==> src/rtl/glr_pkg.sv <==
// Package for the gain and 16-to-15 linear resample unit.
// Holds the shared constants and the lane control struct; no dependencies.
package glr_pkg;

    localparam int SAMPLE_W = 16;
    localparam int GAIN_W   = 16;
    localparam int PHASE_W  = 4;
    localparam int APB_AW   = 3;
    localparam int APB_DW   = 32;

    // Register map (word index)
    localparam logic [APB_AW-3:0] REG_GAIN = 1'b0;

    localparam logic [GAIN_W-1:0] GAIN_RESET = 16'h8000;

    // Gain product is Q15; half-LSB added before the arithmetic shift
    localparam logic signed [32:0] GAIN_ROUND = 33'sd16384;

    // Interpolation: out = floor((2*num + 15) / 30)
    //   z = num + 491527 >= 0, out = floor(z / 15) - 32768
    localparam logic signed [22:0] Z_BIAS = 23'sd491527;
    localparam int Z_W = 20;

    // floor(z/15) = (z * ceil(2^24/15)) >> 24, exact for z < 1198372
    localparam logic [20:0] RECIP_15 = 21'd1118482;
    localparam int RECIP_SHIFT = 24;

    // Control that the top hands to each lane
    typedef struct packed {
        logic                 load_in;   // capture the gain product
        logic                 load_mid;  // capture z, update previous sample
        logic [PHASE_W-1:0]   k;         // phase of the item entering the middle stage
    } lane_ctl_t;

endpackage

==> src/rtl/glr_lane.sv <==
// One channel lane: gain multiply, round and saturate, interpolation and
// the divide by 15 through a reciprocal multiply. Depends on glr_pkg.
module glr_lane
    import glr_pkg::*;
(
    input  logic                        aclk,
    input  logic                        aresetn,
    input  lane_ctl_t                   ctl,
    input  logic [GAIN_W-1:0]           gain,
    input  logic signed [SAMPLE_W-1:0]  sample,
    output logic signed [SAMPLE_W-1:0]  result
);

    logic signed [32:0]         prod_reg, prod_next;
    logic [Z_W-1:0]             z_reg, z_next;
    logic signed [SAMPLE_W-1:0] prev_reg, prev_next;

    logic signed [32:0]         samp_ext, gain_ext, rnd;
    logic signed [SAMPLE_W-1:0] cur;
    logic [4:0]                 w_prev;
    logic [3:0]                 w_cur;
    logic signed [22:0]         term_prev, term_cur, num, z_full;
    logic [40:0]                quot;
    logic [SAMPLE_W-1:0]        q;

    // Stage 1: sample times gain
    always_comb begin
        samp_ext  = 33'(sample);
        gain_ext  = $signed({17'b0, gain});
        prod_next = samp_ext * gain_ext;
    end

    // Stage 2: round half up, saturate, weight prev and cur
    always_comb begin
        rnd = (prod_reg + GAIN_ROUND) >>> 15;
        if (rnd > 33'sd32767) begin
            cur = 16'sh7FFF;
        end else if (rnd < -33'sd32768) begin
            cur = -16'sh8000;
        end else begin
            cur = rnd[SAMPLE_W-1:0];
        end
        w_prev    = 5'd16 - {1'b0, ctl.k};
        w_cur     = ctl.k - 4'd1;
        term_prev = 23'(prev_reg) * $signed({18'b0, w_prev});
        term_cur  = 23'(cur) * $signed({19'b0, w_cur});
        num       = term_prev + term_cur;
        z_full    = num + Z_BIAS;
        z_next    = z_full[Z_W-1:0];
        prev_next = cur;
    end

    // Stage 3: divide by 15, then remove the offset of 32768
    always_comb begin
        quot   = {21'b0, z_reg} * {20'b0, RECIP_15};
        q      = quot[RECIP_SHIFT+SAMPLE_W-1:RECIP_SHIFT];
        result = $signed({~q[SAMPLE_W-1], q[SAMPLE_W-2:0]});
    end

    always_ff @(posedge aclk) begin
        if (ctl.load_in) begin
            prod_reg <= prod_next;
        end
        if (ctl.load_mid) begin
            z_reg <= z_next;
        end
        if (!aresetn) begin
            prev_reg <= '0;
        end else if (ctl.load_mid) begin
            prev_reg <= prev_next;
        end
    end

endmodule

==> src/rtl/glr_merge.sv <==
// Output stage: merges the two lane results into one item register.
// Depends on glr_pkg.
module glr_merge
    import glr_pkg::*;
(
    input  logic                        aclk,
    input  logic                        aresetn,
    input  logic                        take,
    input  logic signed [SAMPLE_W-1:0]  left_res,
    input  logic signed [SAMPLE_W-1:0]  right_res,
    input  logic                        m_ready,
    output logic                        m_valid,
    output logic signed [SAMPLE_W-1:0]  m_left_out,
    output logic signed [SAMPLE_W-1:0]  m_right_out,
    output logic                        slot_free
);

    logic                       valid_reg, valid_next;
    logic signed [SAMPLE_W-1:0] left_reg, right_reg;

    // Slot opens when empty or drained this cycle
    always_comb begin
        slot_free  = !valid_reg || m_ready;
        valid_next = slot_free ? take : valid_reg;
    end

    always_ff @(posedge aclk) begin
        if (!aresetn) begin
            valid_reg <= 1'b0;
        end else begin
            valid_reg <= valid_next;
        end
        if (slot_free && take) begin
            left_reg  <= left_res;
            right_reg <= right_res;
        end
    end

    assign m_valid     = valid_reg;
    assign m_left_out  = left_reg;
    assign m_right_out = right_reg;

endmodule

==> src/rtl/gain_and_linear_resample_16_to_15_unit.sv <==
// Gain and 16-to-15 linear resample unit, stereo 16-bit frames.
// Path from the accepting edge to result valid: gain product register,
// interpolation register, divide by 15 into the output register. Throughput:
// one item per cycle while m_ready holds; each lane's three-stage pipe sets it.
// Every 16th item (phase 0) produces no result. Synchronous active-low reset
// clears phase, previous frame and valids; gain resets to unity (32768).
module gain_and_linear_resample_16_to_15_unit
    import glr_pkg::*;
(
    input  logic                        aclk,
    input  logic                        aresetn,
    // APB configuration
    input  logic                        psel,
    input  logic                        penable,
    input  logic                        pwrite,
    input  logic [APB_AW-1:0]           paddr,
    input  logic [APB_DW-1:0]           pwdata,
    output logic [APB_DW-1:0]           prdata,
    output logic                        pready,
    // input items
    input  logic                        s_valid,
    output logic                        s_ready,
    input  logic signed [SAMPLE_W-1:0]  s_left_sample,
    input  logic signed [SAMPLE_W-1:0]  s_right_sample,
    // result items
    output logic                        m_valid,
    input  logic                        m_ready,
    output logic signed [SAMPLE_W-1:0]  m_left_out,
    output logic signed [SAMPLE_W-1:0]  m_right_out
);

    logic [GAIN_W-1:0]          gain_reg, gain_next;
    logic [PHASE_W-1:0]         phase_reg, phase_next;
    logic                       v1_reg, v1_next;
    logic                       v2_reg, v2_next;
    logic                       emit_reg, emit_next;
    logic                       free1, free2, slot_free, take, cfg_wr;
    lane_ctl_t                  ctl;
    logic signed [SAMPLE_W-1:0] left_res, right_res;

    // APB register file: a single gain register at word index 0
    assign pready = 1'b1;
    assign cfg_wr = psel && penable && pwrite;
    always_comb begin
        gain_next = gain_reg;
        if (cfg_wr && (paddr[APB_AW-1:2] == REG_GAIN)) begin
            gain_next = pwdata[GAIN_W-1:0];
        end
        prdata = '0;
        if (paddr[APB_AW-1:2] == REG_GAIN) begin
            prdata = {{(APB_DW-GAIN_W){1'b0}}, gain_reg};
        end
    end

    // Pipeline flow: a stage moves when the one after it has room
    always_comb begin
        free2   = !v2_reg || slot_free;
        free1   = !v1_reg || free2;
        s_ready = free1;
        take    = v2_reg && emit_reg;

        v1_next    = free1 ? s_valid : v1_reg;
        v2_next    = free2 ? v1_reg : v2_reg;
        emit_next  = emit_reg;
        phase_next = phase_reg;
        if (free2 && v1_reg) begin
            emit_next  = (phase_reg != '0);
            phase_next = phase_reg + 1'b1;
        end

        ctl.load_in  = free1 && s_valid;
        ctl.load_mid = free2 && v1_reg;
        ctl.k        = phase_reg;
    end

    always_ff @(posedge aclk) begin
        if (!aresetn) begin
            gain_reg  <= GAIN_RESET;
            phase_reg <= '0;
            v1_reg    <= 1'b0;
            v2_reg    <= 1'b0;
            emit_reg  <= 1'b0;
        end else begin
            gain_reg  <= gain_next;
            phase_reg <= phase_next;
            v1_reg    <= v1_next;
            v2_reg    <= v2_next;
            emit_reg  <= emit_next;
        end
    end

    // One lane per channel
    glr_lane u_lane_left (
        .aclk    (aclk),
        .aresetn (aresetn),
        .ctl     (ctl),
        .gain    (gain_reg),
        .sample  (s_left_sample),
        .result  (left_res)
    );

    glr_lane u_lane_right (
        .aclk    (aclk),
        .aresetn (aresetn),
        .ctl     (ctl),
        .gain    (gain_reg),
        .sample  (s_right_sample),
        .result  (right_res)
    );

    // Merge both lanes into the result register
    glr_merge u_merge (
        .aclk        (aclk),
        .aresetn     (aresetn),
        .take        (take),
        .left_res    (left_res),
        .right_res   (right_res),
        .m_ready     (m_ready),
        .m_valid     (m_valid),
        .m_left_out  (m_left_out),
        .m_right_out (m_right_out),
        .slot_free   (slot_free)
    );

    // A new result only appears from an emitting item leaving the last lane stage
    a_result_source: assert property (@(posedge aclk) disable iff (!aresetn)
        $rose(m_valid) |-> $past(v2_reg && emit_reg))
        else $error("result appeared without an emitting item");

    // Phase steps by one for each item entering the middle stage
    a_phase_step: assert property (@(posedge aclk) disable iff (!aresetn)
        (free2 && v1_reg) |=> (phase_reg == $past(phase_reg) + 1'b1))
        else $error("phase did not advance with item");

    // Input is refused only while the first stage holds a stalled item
    a_ready_stall: assert property (@(posedge aclk) disable iff (!aresetn)
        !s_ready |-> (v1_reg && v2_reg && m_valid && !m_ready))
        else $error("input stalled with room in the pipe");

    // A phase-zero item never yields a result
    a_phase_zero: assert property (@(posedge aclk) disable iff (!aresetn)
        (free2 && v1_reg && (phase_reg == '0)) |=> !emit_reg)
        else $error("phase-zero item marked to emit");

endmodule
==> config.mk <==
export PLATFORM = sky130hd
export DESIGN_NAME = gain_and_linear_resample_16_to_15_unit
export DESIGN_NICKNAME = d
export VERILOG_FILES = /design/src/rtl/glr_pkg.sv /design/src/rtl/glr_lane.sv /design/src/rtl/glr_merge.sv /design/src/rtl/gain_and_linear_resample_16_to_15_unit.sv
export SDC_FILE = /design/constraint.sdc
export NUM_CORES = 2
export LEC_CHECK = 0
export BUFFER_PORTS_ARGS = -buffer_cell sky130_fd_sc_hd__buf_2
export CAP_MARGIN = 20
export CORE_MARGIN = 2
export CORE_UTILIZATION = 65
export CTS_BUF_LIST = sky130_fd_sc_hd__clkbuf_4
export CTS_CLUSTER_SIZE = 16
export DETAILED_ROUTE_END_ITERATION = 10
export PLACE_DENSITY = 0.81
export SLEW_MARGIN = 20
export SYNTH_ARGS = -nofsm -noshare
export SYNTH_HDL_FRONTEND = slang
export SYNTH_HIERARCHICAL = 1
export SYNTH_SLANG_ARGS = --single-unit
export TNS_END_PERCENT = 5
==> constraint.sdc <==
create_clock -name aclk -period 9.9 [get_ports aclk]
set_clock_uncertainty 0.15 [all_clocks]
set_input_delay 0.495 -clock aclk [delete_from_list [all_inputs] [get_ports aclk]]
set_output_delay 0.495 -clock aclk [all_outputs]
set_load 0.02 [all_outputs]
=== After elaboration in Yosys (flattened, before gate mapping) ===
Cells that the tools add are included.

* Equal/unequal tests: 0
* Bitwise logic cells: 3
* Mux-type cells: 5
* Order comparisons: 4
* Multipliers: 8
* Add/sub/neg operators: 9
* Reduce and logical (&&, ||, !) cells: 14
* Shift-type cells: 0
* Div/mod/pow operators: 0

{| class="wikitable"
|+ Operators with widths
! operator !! number
|-
| $mux W16 || 5
|-
| $mul A20 B20 Y39 const B || 2
|-
| $add A33 B16 Y33 const B || 2
|-
| $mul A16 B17 Y33 || 2
|-
| $add A20 B20 Y20 || 2
|-
| $add A20 B20 Y20 const B || 2
|-
| $mul A16 B5 Y20 || 2
|-
| $mul A16 B6 Y20 || 2
|-
| $gt A18 B16 Y1 const B || 2
|-
| $lt A18 B16 Y1 const B || 2
|-
| $logic_and A1 B1 Y1 || 7
|-
| $sub A5 B4 Y5 const A || 1
|-
| $add A4 B1 Y4 const B || 1
|-
| $reduce_bool A4 Y1 || 1
|-
| $sub A4 B1 Y4 const B || 1
|-
| $logic_not A1 Y1 || 3
|-
| $logic_or A1 B1 Y1 || 3
|-
| $not A1 Y1 || 3
|}

* Register bits: 194
* Logic and storage cells: 57
* Memories kept: 0
* ROM bits: 0
* Memory bits (writable): 0
* Bits in latches: 0
* Output and inout bits: 67
* Bits of input ports: 74

=== Depth between registers and ports, before layout ===
* Depth after elaboration: 7
* Gate-level depth with buffers: 28
* Gate-level depth less buffers: 27

=== Modules after synthesis ===
Netlist, hierarchy kept.

{| class="wikitable"
|+ By module, submodules not included
! module !! instances !! cells an instance !! seq. area each (um^2) !! area each (um^2)
|-
| glr_lane at u_lane_left || 1 || 2101 || 1491.4 || 19264.7
|-
| glr_lane at u_lane_right || 1 || 2117 || 1491.4 || 19224.7
|-
| gain_and_linear_resample_16_to_15_unit || 1 || 147 || 460.4 || 1218.7
|-
| glr_merge || 1 || 37 || 980.9 || 1018.5
|}

=== Worst setup path before layout ===
No wires, ideal clock.

* Path type: reg-to-reg
* From: register u_lane_right.prod_reg[14]
* To: register u_lane_right.z_reg[19] (data pin)
* Stages on the path, launching flop included: 28
* Period minus slack after synthesis: 6597 ps
* Slack: 3303 ps
* Buffers on the path: 1
* Setup time: 261 ps
* Data required time: 9489 ps
* Data arrival time: 6185 ps
* Cells stage by stage: edfxtp_1 -> ha_1 -> and4_1 -> and3_1 -> nor2b_1 -> and3_1 -> mux2_2 -> inv_2 -> buf_6 -> a21oi_2 -> or2_1 -> fa_1 -> inv_1 -> ha_1 -> fa_1 -> inv_1 -> fa_1 -> inv_1 -> fa_1 -> ha_1 -> a211oi_1 -> o211ai_1 -> a41o_1 -> o21a_1 -> o21ai_0 -> o21a_1 -> o21ai_0 -> xnor2_1

* Cells in the longest elaborated chain, start to end: 7
* Elaborated cells between the ends (all ways): 8
* Classes of those cells: add/sub: 3; mul: 1; order compare: 2; mux: 2

{| class="wikitable"
|+ Ends and longest elaborated chain
! item !! line !! text
|-
| start, declared || glr_lane.sv:14 || <nowiki>logic signed [32:0] prod_reg, prod_next;</nowiki>
|-
| start signal, assigned || glr_lane.sv:62 || <nowiki>prod_reg <= prod_next;</nowiki>
|-
| $add A33 B16 Y33 (*) || glr_lane.sv:35 || <nowiki>rnd = (prod_reg + GAIN_ROUND) >>> 15;</nowiki>
|-
| $lt A18 B16 Y1 || glr_lane.sv:38 || <nowiki>end else if (rnd < -33'sd32768) begin</nowiki>
|-
| $mux W16 || glr_lane.sv:38 ||
|-
| $mux W16 (*) || glr_lane.sv:36 || <nowiki>if (rnd > 33'sd32767) begin</nowiki>
|-
| $mul A16 B5 Y20 (*) || glr_lane.sv:46 || <nowiki>term_cur = 23'(cur) * $signed({19'b0, w_cur});</nowiki>
|-
| $add A20 B20 Y20 (*) || glr_lane.sv:47 || <nowiki>num = term_prev + term_cur;</nowiki>
|-
| $add A20 B20 Y20 (*) || glr_lane.sv:48 || <nowiki>z_full = num + Z_BIAS;</nowiki>
|-
| via u_lane_right.z_full[19] || glr_lane.sv:22 || <nowiki>logic signed [22:0] term_prev, term_cur, num, z_full;</nowiki>
|-
| end signal, assigned || glr_lane.sv:65 || <nowiki>z_reg <= z_next;</nowiki>
|-
| end, declared || glr_lane.sv:15 || <nowiki>logic [Z_W-1:0] z_reg, z_next;</nowiki>
|}

Mark *: on every way through the listed nets, which the timed path passes. The rest lies on a longest branch.
A chain may end at the register's enable or synchronous reset.

=== Final worst setup path ===
* From: register u_lane_left.prod_reg[16]
* To: register u_lane_left.z_reg[18] (data pin)

* Cells in the longest elaborated chain, start to end: 7
* Elaborated cells between the ends (all ways): 8
* Classes of those cells: add/sub: 3; mul: 1; order compare: 2; mux: 2

{| class="wikitable"
|+ Ends and longest elaborated chain
! item !! line
|-
| start, declared || glr_lane.sv:14
|-
| start signal, assigned || glr_lane.sv:62
|-
| $add A33 B16 Y33 (*) || glr_lane.sv:35
|-
| $lt A18 B16 Y1 || glr_lane.sv:38
|-
| $mux W16 || glr_lane.sv:38
|-
| $mux W16 (*) || glr_lane.sv:36
|-
| $mul A16 B5 Y20 (*) || glr_lane.sv:46
|-
| $add A20 B20 Y20 (*) || glr_lane.sv:47
|-
| $add A20 B20 Y20 (*) || glr_lane.sv:48
|-
| via u_lane_left.z_full[18] || glr_lane.sv:22
|-
| end signal, assigned || glr_lane.sv:65
|-
| end, declared || glr_lane.sv:15
|}

Marked as above.

==> impl_metrics.xml <==
<?xml version="1.0" encoding="UTF-8"?>
<metrics>
  <group name="worst_setup_path">
    <metric name="arrival" unit="ps">7820</metric>
    <metric name="worstPathBufferInverterCount" unit="">4</metric>
    <metric name="cp_top_family" unit="">adder cells</metric>
    <metric name="critPathSlowestCell" unit="">a21oi_1</metric>
    <metric name="worst_path_largest_cell_delay" unit="ps">620</metric>
    <metric name="timing.rr.start" unit="">u_lane_left/prod_reg[16]</metric>
    <metric name="start_kind" unit="">flip-flop</metric>
    <metric name="critPathMaxFanout" unit="">15</metric>
    <metric name="worstSetupEndpointType" unit="">flip-flop</metric>
    <metric name="timing.setup.critical_path_class" unit="">flip-flop to flip-flop</metric>
    <metric name="timing.critical_path.required" unit="ps">10310</metric>
    <metric name="worstSetupStartpoint" unit="">u_lane_left/prod_reg[16]</metric>
  </group>
  <group name="clock_tree">
    <metric name="cts.reportedPaths.clkPinSlew" unit="ps">170</metric>
    <metric name="clock_sinks" unit="">166</metric>
    <metric name="clock-root-buffer" unit="">clkbuf_4</metric>
    <metric name="clk_latency_worst_skew_pair" unit="ps">740</metric>
    <metric name="ctsHtreeMaxLevel" unit="">4</metric>
    <metric name="tritoncts_buffers" unit="">17</metric>
    <metric name="cts_resized" unit="">0</metric>
    <metric name="max-clock-path-buffers" unit="">2</metric>
    <metric name="tritoncts" unit="">yes</metric>
  </group>
  <group name="place">
    <metric name="place_area" unit="µm²">41700</metric>
    <metric name="dpl.hpwl" unit="µm">67600</metric>
    <metric name="port_buffer_count" unit="">105</metric>
    <metric name="gp_routability_congestion" unit="">0.906</metric>
  </group>
  <group name="routing">
    <metric name="drt-initial-drc-count" unit="">1650</metric>
    <metric name="vias_per_cell" unit="">5.51</metric>
    <metric name="routedWlPerCell" unit="µm">16.1</metric>
    <metric name="wl" unit="µm">84700</metric>
    <metric name="drt_pass1_iterations" unit="">6</metric>
    <metric name="drc" unit="">0</metric>
    <metric name="final_antenna_net_count" unit="">0</metric>
    <metric name="detailroute.via_count" unit="">29100</metric>
  </group>
  <group name="logic_synthesis">
    <metric name="synth-edff-count" unit="">110</metric>
    <metric name="synthDominantCellAreaShare" unit="%">33.6</metric>
    <metric name="syn-instance-count" unit="">4402</metric>
    <metric name="synthTopCellsByArea" unit="">fa_1 (34%), ha_1 (20%), inv_1 (9.4%)</metric>
    <metric name="average_footprint_of_a_synthesized_cell" unit="µm²">9.25</metric>
    <metric name="yosysSeqAreaShare" unit="%">10.9</metric>
    <metric name="asyncSetResetFlopFracSynth" unit="%">0</metric>
    <metric name="yosys_register_bits" unit="">166</metric>
    <metric name="yosysUniqueCellTypes" unit="">98</metric>
    <metric name="synth_top_flop_cell" unit="">edfxtp_1</metric>
    <metric name="synthDominantAreaCellType" unit="">fa_1</metric>
    <metric name="yosys_warnings" unit="">6</metric>
    <metric name="synth.cell_area" unit="µm²">40700</metric>
  </group>
  <group name="grt">
    <metric name="first_pass_grt_wire_length" unit="µm">146000</metric>
    <metric name="number_of_antenna_violations_at_the_first_check_in_global_routing" unit="">2</metric>
    <metric name="grt.busiest_layer" unit="">met2</metric>
    <metric name="grtUsageTotal" unit="%">27.9</metric>
    <metric name="groute.layer.met1.usage" unit="%">35.9</metric>
    <metric name="first_global_vias" unit="">31000</metric>
    <metric name="grtUsageMet2" unit="%">48.2</metric>
    <metric name="global_route.usage.met3" unit="%">4.49</metric>
    <metric name="grt_start_max_net_pins" unit="">78</metric>
    <metric name="overflow" unit="">0</metric>
  </group>
  <group name="sta">
    <metric name="finalCritPeriodShare" unit="%">74.8</metric>
    <metric name="layout_min_cycle_time" unit="ps">7410</metric>
    <metric name="finalHoldViolations" unit="">0</metric>
    <metric name="finalMaxSlewViolations" unit="">0</metric>
    <metric name="number_of_failing_setup_endpoints_in_the_final_timing_report" unit="">0</metric>
    <metric name="maxClockFrequency" unit="GHz">0.135</metric>
    <metric name="grt_setup_unrepaired" unit="">false</metric>
    <metric name="total_negative_setup_slacks" unit="ps">0</metric>
    <metric name="maxSlewHeadroom" unit="%">37.2</metric>
    <metric name="worst-slew-pin-transition" unit="ps">941</metric>
  </group>
  <group name="flow_run">
    <metric name="max_cap_violations" unit="">0</metric>
  </group>
  <group name="layout">
    <metric name="post-route-util" unit="%">68.3</metric>
    <metric name="mostFrequentLayoutCell" unit="">inv_1</metric>
    <metric name="leading_cell_types_in_the_layout_fill_and_taps_excluded" unit="">inv_1 (1017), fa_1 (684), ha_1 (648)</metric>
    <metric name="layout-area-overhead-vs-synth" unit="%">3.63</metric>
    <metric name="finalInstanceArea" unit="µm²">42200</metric>
    <metric name="layout-drive-gt1-share" unit="%">5.71</metric>
    <metric name="nets" unit="">5826</metric>
  </group>
  <group name="die">
    <metric name="num_rows" unit="">91</metric>
    <metric name="core_area" unit="µm²">61800</metric>
    <metric name="num_io_pins" unit="">141</metric>
    <metric name="die_width" unit="µm">254</metric>
    <metric name="floorplan.initialDensity" unit="%">65.9</metric>
    <metric name="die_height" unit="µm">254</metric>
    <metric name="die_area" unit="µm²">64700</metric>
  </group>
  <group name="worst_hold_path">
    <metric name="hp-start" unit="">aresetn</metric>
    <metric name="min_path_type" unit="">input port to flip-flop</metric>
  </group>
  <group name="run_status">
    <metric name="outcome" unit="">completed</metric>
  </group>
</metrics>
per-layer routing:
metal,vias to the layer above,share of wire (%)
met2,985,49
met5,-,0
li1,13600,-
met1,14300,42
met4,0,3.0
met3,188,6.3
timing repair:
| item | 4_1_cts | 5_1_grt |
|---|---|---|
| hold endpoints to repair | 18 | 0 |
| setup buffers | 0 | 0 |
| hold buffers | 18 | 0 |
kinds of logic (layout without fill, tap and decap cells):
family                     after synthesis  in the layout  synth area share [%]
AOI/OAI and AO/OA                      397            397                  6.69
xor gates and xnor gates               150            150                  3.23
adders and majority gates             1332           1332                  53.5
buffers and inverters                 1178           1194                  11.4
DFF                                    166            166                  10.9
muxes                                    5              5                 0.126
other                                    2             20                0.0184
and+or+nand+nor                       1172           1172                  14.1
stage by stage:
step           instances  setup WS, ps  hold WS, ps
2_1_floorplan       4417          3300          331
3_5_place_dp        5220          2420          327
3_3_place_gp        5220          2540          321
5_1_grt             5273          1730          180
6_report            5273          2490          185
4_1_cts             5270          2460         83.9
synth_stat cells (all sizes together), types with 6 or more instances:
cell type / number
a311oi: 8
o211ai: 10
nor4: 8
inv: 1018
a21oi: 122
o21a: 29
and2: 293
a21o: 35
xor2: 34
nand2: 436
a211oi: 9
clkbuf: 100
nor3b: 6
or2: 20
a31oi: 12
o21ai: 82
nor2: 204
and2b: 7
xnor2: 116
a21boi: 24
ha: 648
nor3: 34
nand3: 41
nor2b: 27
and3: 14
and4: 9
fa: 684
nand2b: 40
nand4: 16
buf: 60
nand3b: 6
edfxtp: 110
dfxtp: 56
final cells by class:
type                    count  area (µm²)
multi-input cells        3073       31700
fillers                  4732       19600
flip-flops and latches    166        4430
inverters                1018        3820
well taps                 837        1050
repair buffers            144         863
clock inverters            14         160
clock buffers              18         135
diodes                      3        7.51
final timing paths:
check / to / slack, ps / cells past startpoint
setup / recovery: u_lane_left/z_reg[18] / 2490 / 26
setup reg to reg: u_lane_left/z_reg[18] / 2490 / 26
hold reg to reg: gain_reg[8] / 350 / 2
hold / removal: gain_reg[15] / 190 / 2
Power is not shown: default switching activity piles up to over one toggle a cycle in this logic, so the estimate is an artifact.
